### src/rtl/dtq_pkg.sv
`default_nettype none

package dtq_pkg;

   localparam int QUEUE_DEPTH = 16;
   localparam int FILL_W      = $clog2(QUEUE_DEPTH + 1);

   localparam logic CMD_QUEUE = 1'b0;
   localparam logic CMD_FLUSH = 1'b1;

   localparam logic KIND_STATUS = 1'b0;
   localparam logic KIND_DESC   = 1'b1;

   localparam logic [1:0] STATUS_ADDED = 2'd0;
   localparam logic [1:0] STATUS_DUP   = 2'd1;
   localparam logic [1:0] STATUS_FULL  = 2'd2;

   typedef struct packed {
      logic        command;
      logic [31:0] source_address;
      logic [31:0] dest_address;
      logic [31:0] byte_count;
   } req_type;

   typedef struct packed {
      logic        kind;
      logic [1:0]  status;
      logic        entry_valid;
      logic [31:0] out_source;
      logic [31:0] out_dest;
      logic [31:0] out_count;
      logic        last;
   } rsp_type;

   typedef struct packed {
      logic [31:0] src;
      logic [31:0] dst;
      logic [31:0] cnt;
   } entry_type;

   // per-cell control from the queue controller
   typedef struct packed {
      logic live;
      logic load;
      logic shift;
   } cell_ctl_type;

endpackage

`default_nettype wire

### src/rtl/dtq_cell.sv
`default_nettype none

module dtq_cell (
   input  wire logic                 clock,
   input  wire dtq_pkg::cell_ctl_type ctl,
   input  wire dtq_pkg::entry_type   new_entry,
   input  wire dtq_pkg::entry_type   next_entry,
   output dtq_pkg::entry_type        entry,
   output logic                      match
);
   import dtq_pkg::*;

   entry_type entry_ff;
   entry_type entry_in;

   always_comb begin
      entry_in = entry_ff;
      if (ctl.load) begin
         entry_in = new_entry;
      end else if (ctl.shift) begin
         entry_in = next_entry;
      end
   end

   always_ff @(posedge clock) begin
      entry_ff <= entry_in;
   end

   assign entry = entry_ff;
   // only occupied cells take part in the duplicate check
   assign match = ctl.live && (entry_ff.src == new_entry.src)
                  && (entry_ff.dst == new_entry.dst);

endmodule

`default_nettype wire

### src/rtl/dedup_transfer_queue.sv
`default_nettype none

// Deduplicating copy-descriptor queue. A queue transfer (command 0) is checked
// against every held descriptor at once and answered with one status result
// (added, duplicate or full) in the cycle after it is taken. A flush transfer
// (command 1) drains the held descriptors oldest first, one result per cycle
// while the result side keeps up, the last of them marked as last; an empty flush
// gives a single last result with no descriptor. The descriptors sit in a row of
// cells that shift toward cell 0 during the drain. No new transfer is taken
// during a drain. The queue holds QUEUE_DEPTH descriptors; reset empties it at once.
module dedup_transfer_queue (
   input  wire logic             clock,
   input  wire logic             reset,
   input  wire logic             req_valid,
   output logic                  req_ready,
   input  wire dtq_pkg::req_type req_data,
   output logic                  rsp_valid,
   input  wire logic             rsp_ready,
   output dtq_pkg::rsp_type      rsp_data
);
   import dtq_pkg::*;

   typedef enum logic {ST_IDLE, ST_DRAIN} state_type;

   state_type          state_ff, state_in;
   logic [FILL_W-1:0]  fill_ff, fill_in;
   logic               rsp_valid_ff, rsp_valid_in;
   rsp_type            rsp_ff, rsp_in;

   entry_type          new_entry;
   entry_type          cell_entry [QUEUE_DEPTH+1];
   logic [QUEUE_DEPTH-1:0] cell_match;
   cell_ctl_type       cell_ctl [QUEUE_DEPTH];

   logic out_free, req_take, is_queue, is_flush, hit, full, add_en, drain_step;

   assign new_entry = '{src: req_data.source_address, dst: req_data.dest_address,
                        cnt: req_data.byte_count};

   assign out_free   = !rsp_valid_ff || rsp_ready;
   assign req_ready  = (state_ff == ST_IDLE) && out_free;
   assign req_take   = req_valid && req_ready;
   assign is_queue   = req_take && (req_data.command == CMD_QUEUE);
   assign is_flush   = req_take && (req_data.command == CMD_FLUSH);
   assign hit        = |cell_match;
   assign full       = (fill_ff == FILL_W'(QUEUE_DEPTH));
   assign add_en     = is_queue && !hit && !full;
   assign drain_step = (state_ff == ST_DRAIN) && out_free;

   // past the last cell the row is fed with zeros
   assign cell_entry[QUEUE_DEPTH] = '0;

   for (genvar i = 0; i < QUEUE_DEPTH; i++) begin : g_cell
      assign cell_ctl[i].live  = (FILL_W'(i) < fill_ff);
      assign cell_ctl[i].load  = add_en && (fill_ff == FILL_W'(i));
      assign cell_ctl[i].shift = drain_step;

      dtq_cell u_cell (
         .clock      (clock),
         .ctl        (cell_ctl[i]),
         .new_entry  (new_entry),
         .next_entry (cell_entry[i+1]),
         .entry      (cell_entry[i]),
         .match      (cell_match[i])
      );
   end

   always_comb begin
      state_in     = state_ff;
      fill_in      = fill_ff;
      rsp_in       = rsp_ff;
      rsp_valid_in = rsp_valid_ff && !rsp_ready;
      case (state_ff)
         ST_IDLE: begin
            if (is_queue) begin
               rsp_in        = '0;
               rsp_in.kind   = KIND_STATUS;
               rsp_in.last   = 1'b1;
               rsp_in.status = hit ? STATUS_DUP : (full ? STATUS_FULL : STATUS_ADDED);
               rsp_valid_in  = 1'b1;
               if (add_en) begin
                  fill_in = fill_ff + 1'b1;
               end
            end else if (is_flush) begin
               if (fill_ff == '0) begin
                  rsp_in       = '0;
                  rsp_in.kind  = KIND_DESC;
                  rsp_in.last  = 1'b1;
                  rsp_valid_in = 1'b1;
               end else begin
                  state_in = ST_DRAIN;
               end
            end
         end
         ST_DRAIN: begin
            if (out_free) begin
               rsp_in.kind        = KIND_DESC;
               rsp_in.status      = STATUS_ADDED;
               rsp_in.entry_valid = 1'b1;
               rsp_in.out_source  = cell_entry[0].src;
               rsp_in.out_dest    = cell_entry[0].dst;
               rsp_in.out_count   = cell_entry[0].cnt;
               rsp_in.last        = (fill_ff == FILL_W'(1));
               rsp_valid_in       = 1'b1;
               fill_in            = fill_ff - 1'b1;
               if (fill_ff == FILL_W'(1)) begin
                  state_in = ST_IDLE;
               end
            end
         end
         default: begin
            state_in = ST_IDLE;
         end
      endcase
   end

   always_ff @(posedge clock) begin
      if (reset) begin
         state_ff     <= ST_IDLE;
         fill_ff      <= '0;
         rsp_valid_ff <= 1'b0;
      end else begin
         state_ff     <= state_in;
         fill_ff      <= fill_in;
         rsp_valid_ff <= rsp_valid_in;
      end
      rsp_ff <= rsp_in;
   end

   assign rsp_valid = rsp_valid_ff;
   assign rsp_data  = rsp_ff;

   a_fill_bound: assert property (@(posedge clock) disable iff (reset)
      fill_ff <= FILL_W'(QUEUE_DEPTH))
      else $error("fill level beyond queue depth");

   a_add_counts: assert property (@(posedge clock) disable iff (reset)
      add_en |=> fill_ff == $past(fill_ff) + 1'b1)
      else $error("added descriptor not counted");

   a_drain_end: assert property (@(posedge clock) disable iff (reset)
      (drain_step && fill_ff == FILL_W'(1)) |=>
         (state_ff == ST_IDLE) && (fill_ff == '0) && rsp_valid_ff && rsp_ff.last)
      else $error("drain did not end with an empty queue and a last result");

   a_no_take_in_drain: assert property (@(posedge clock) disable iff (reset)
      (state_ff == ST_DRAIN) |-> !req_ready)
      else $error("transfer taken during drain");

endmodule

`default_nettype wire
### config.mk
export PLATFORM = sky130hd
export DESIGN_NAME = dedup_transfer_queue
export DESIGN_NICKNAME = d
export VERILOG_FILES = /design/src/rtl/dtq_pkg.sv /design/src/rtl/dtq_cell.sv /design/src/rtl/dedup_transfer_queue.sv
export SDC_FILE = /design/constraint.sdc
export NUM_CORES = 2
export LEC_CHECK = 0
export BUFFER_PORTS_ARGS = -buffer_cell sky130_fd_sc_hd__buf_2
export CORE_MARGIN = 2
export CORE_UTILIZATION = 40
export DETAILED_ROUTE_END_ITERATION = 10
export SETUP_SLACK_MARGIN = 0.1
export SKIP_LAST_GASP = 1
export SLEW_MARGIN = 20
export SYNTH_ARGS = -nofsm -noshare
export SYNTH_HDL_FRONTEND = slang
export SYNTH_SLANG_ARGS = --single-unit
### constraint.sdc
create_clock -name clock -period 8.83 [get_ports clock]
set_clock_uncertainty 0.15 [all_clocks]
set_input_delay 0.4415 -clock clock [delete_from_list [all_inputs] [get_ports clock]]
set_output_delay 0.4415 -clock clock [all_outputs]
set_load 0.005 [all_outputs]
==> run metrics <==
crit path launch fill_ff[4]; Startpoint Class register; share of cells above drive strength 1 35.4%; r2r endpoint g_cell[12].u_cell.entry[88]; Seq. cell area 49,300 sq um; # DRC 0; GP Congestion 0.970; DRT antenna net count 0; mapped cell area 82,900 sq um; core area 206,000 sq um; Worst Path Required 9.12 ns; CTS tree done; number of gates resized after CTS 0; Post-Layout Cell Count 8,282; delay-heaviest family, CP simple AND/OR/NAND/NOR gates; cell taking the most area after synthesis edfxtp_1; Rel. slew slack 23.7%; RSZ-0062 raised after global routing no; Leak Pwr 0.0294 uW; Starting Density 40.1%; Final WS setup 2.19 ns; Pwr Total 23,100 uW; status finished, final reports clean; Util after Layout 44.3%; Area growth syn-to-layout 10.5%; die height 459 um; crit-path cells nor2_1, a221oi_1, nor3b_1, nand4_1, o32ai_1, nor4_2, and2_1, nand3_4, nand2_4, buf_4; top_reg_cell synth edfxtp_1; max_cap viols 0; R2R Path Start fill_ff[4]; worst hold path class primary input to register; critical path fanouts, max 57; Final Setup Violations 0; commonest cells in the netlist 1,637 x edfxtp_1, 1,179 x mux2_2, 773 x xnor2_1; crit path capture type register; Reg2Reg Depth 10; Synth Instances 5,341; routed via count 44.2k; I/O Pins 204; Iteration-0 DRC Markers 3,657; gr usage total 23.0%; slowest stage cell, crit path nor2_1; syn_nets 5,447; first-pass GRT wire length 346,000 um; clock slew at reported path FFs 0.07 ns; placed cell count 7,901; Filler cells 18.3k; final setup TNS 0 ns; fin. max-slew vios 0; Worst path depth 10; Avg Vias per Cell 5.33; Buf+Inv Stages, Crit Path 1; Netlist cell types 65; Yosys top cell area share 59.3%; Synth Register Bits 1,644; Syn. warnings 0; register-to-register setup slack 2.19 ns; Crit Path Class register to register; WL/cell 29.6 um; CP Capture Point g_cell[12].u_cell.entry[88]; number of flops mapped to enable cells by yosys 1,637; count leader, synth edfxtp_1; CTS max path bufs 3; final worst path period need 6.64 ns; Final Cycle Share 75.3%; Max Clk Rate 150 MHz; H-tree depth 4; final hold viol count 0; crit path DAT 6.94 ns; register area share after synthesis 59.5%; setup slack at placement 2.05 ns; antenna violations before repair 10; fraction of registers with async set/reset 0%; clock tree root buffer cell clkbuf_16; largest net degree at the start of global routing 105; vias in the first global route 45.5k; Inserted Clock Buffers 180; GR Overflow Total 0; Pwr Density 252 nW/um^2; die area 211,000 sq um; CTS Sinks 1,644; top post-synthesis cells by area edfxtp_1 59%, mux2_2 16%, xnor2_1 8.2%; worst slew pin tran 1.14 ns; # rows 167; DRT Pass-1 Iters 5; WL final 245,000 um; Avg Inst Size Synth 15.5 sq um; Multi-input gate area 30,400 sq um; Hold Crit Start req_data[2]; detailed-placement wirelength estimate 177,000 um; VDD IR-drop max 0.335 mV; Total Nets Final 5,530; Die Wd 459 um; IO buf count 203; crit-path max cell delay 0.97 ns; Clk Latency, worst-skew pair 0.84 ns
## area by class of cell
class / instances / area share (%)
well taps: 2704 / 3.70
repair buffers: 377 / 2.73
flip-flops and latches: 1644 / 53.9
clock buffers: 229 / 5.19
multi-input cells: 3161 / 33.2
clock inverters: 100 / 1.07
inverters: 60 / 0.246
diodes: 7 / 0.0191
## per-layer routing
metal  routed length (um)  up-vias  GRT usage (%)
met2               120000     1254           38.7
met1               101000    22600           28.8
met5                    0        -              0
met4                14600        0           12.2
li1                     -    19900              -
met3                 9960      409           3.03
## registers in the layout, summed over array words and instances, names as in the netlist
register and count:
state_ff 1, g_cell.u_cell.entry 1536, rsp_valid 1, rsp_data 101, fill_ff 5
## how the worst min path moves through the flow
stage	end	slack, ns	cells after the start
5_1_grt	g_cell[15].u_cell.entry[2]	0.04	2
2_1_floorplan	rsp_data[97]	0.28	0
3_3_place_gp	rsp_data[97]	0.34	0
3_5_place_dp	rsp_data[97]	0.35	0
4_1_cts	g_cell[15].u_cell.entry[2]	0.009	2
6_report	g_cell[15].u_cell.entry[2]	0.06	2
## through the flow
stage	instance area [sq um]	hold slack [ns]
after global placement	85300	0.344
after CTS	91500	0.00850
final	91500	0.0567
after floorplan	82900	0.279
after detailed placement	85300	0.350
after global routing	91500	0.0436
## logic make-up after synthesis
logic type	share of synthesized area [%]
muxes	20.3
adders and majority gates	0.0755
xor gates and xnor gates	10.4
buffers and inverters	4.04
AOI/OAI and AO/OA	0.645
DFF	59.5
and+or+nand+nor	5.04
## power breakdown
part,total [uW],leakage (uW),internal [uW],switching (uW)
combinational,4420,0.0116,1700,2730
sequential,11200,0.0151,10500,715
clock,7470,0.00278,4230,3240
total,23100,0.0294,16400,6680
## repair_timing
item,in CTS,in global routing
hold endpoints to repair,174,0
setup buffers,0,0
hold buffers,44,0
## cells in the final DEF, fill, tap and decap left out, types with 9 or more instances in the layout
master / count
buf_4: 124
mux2i_1: 28
bufinv_16: 14
and2_1: 194
xor2_1: 211
inv_1: 56
nor2_1: 16
nand4_1: 199
clkbuf_16: 183
nand2b_1: 17
nand2_1: 22
dlygate4sd3_1: 44
clkinv_2: 23
clkbuf_1: 46
mux2_4: 174
o221ai_1: 10
o22ai_1: 23
nor4_1: 94
xnor2_1: 773
mux2_2: 1179
buf_2: 203
nand3_1: 30
nor2b_1: 9
edfxtp_1: 1637
clkinv_1: 44
mux2_1: 60
nand2b_4: 12
nor3_1: 24
## worst reg2reg max path: cells and delay by family (launching register included)
family	cells	cell delay, ns
flip-flops	1	0.53
buffers and inverters	1	0.77
AO/OA/AOI/OAI	2	0.34
AND/OR/NAND/NOR	7	4.38
(Power assumes the default switching activity.)
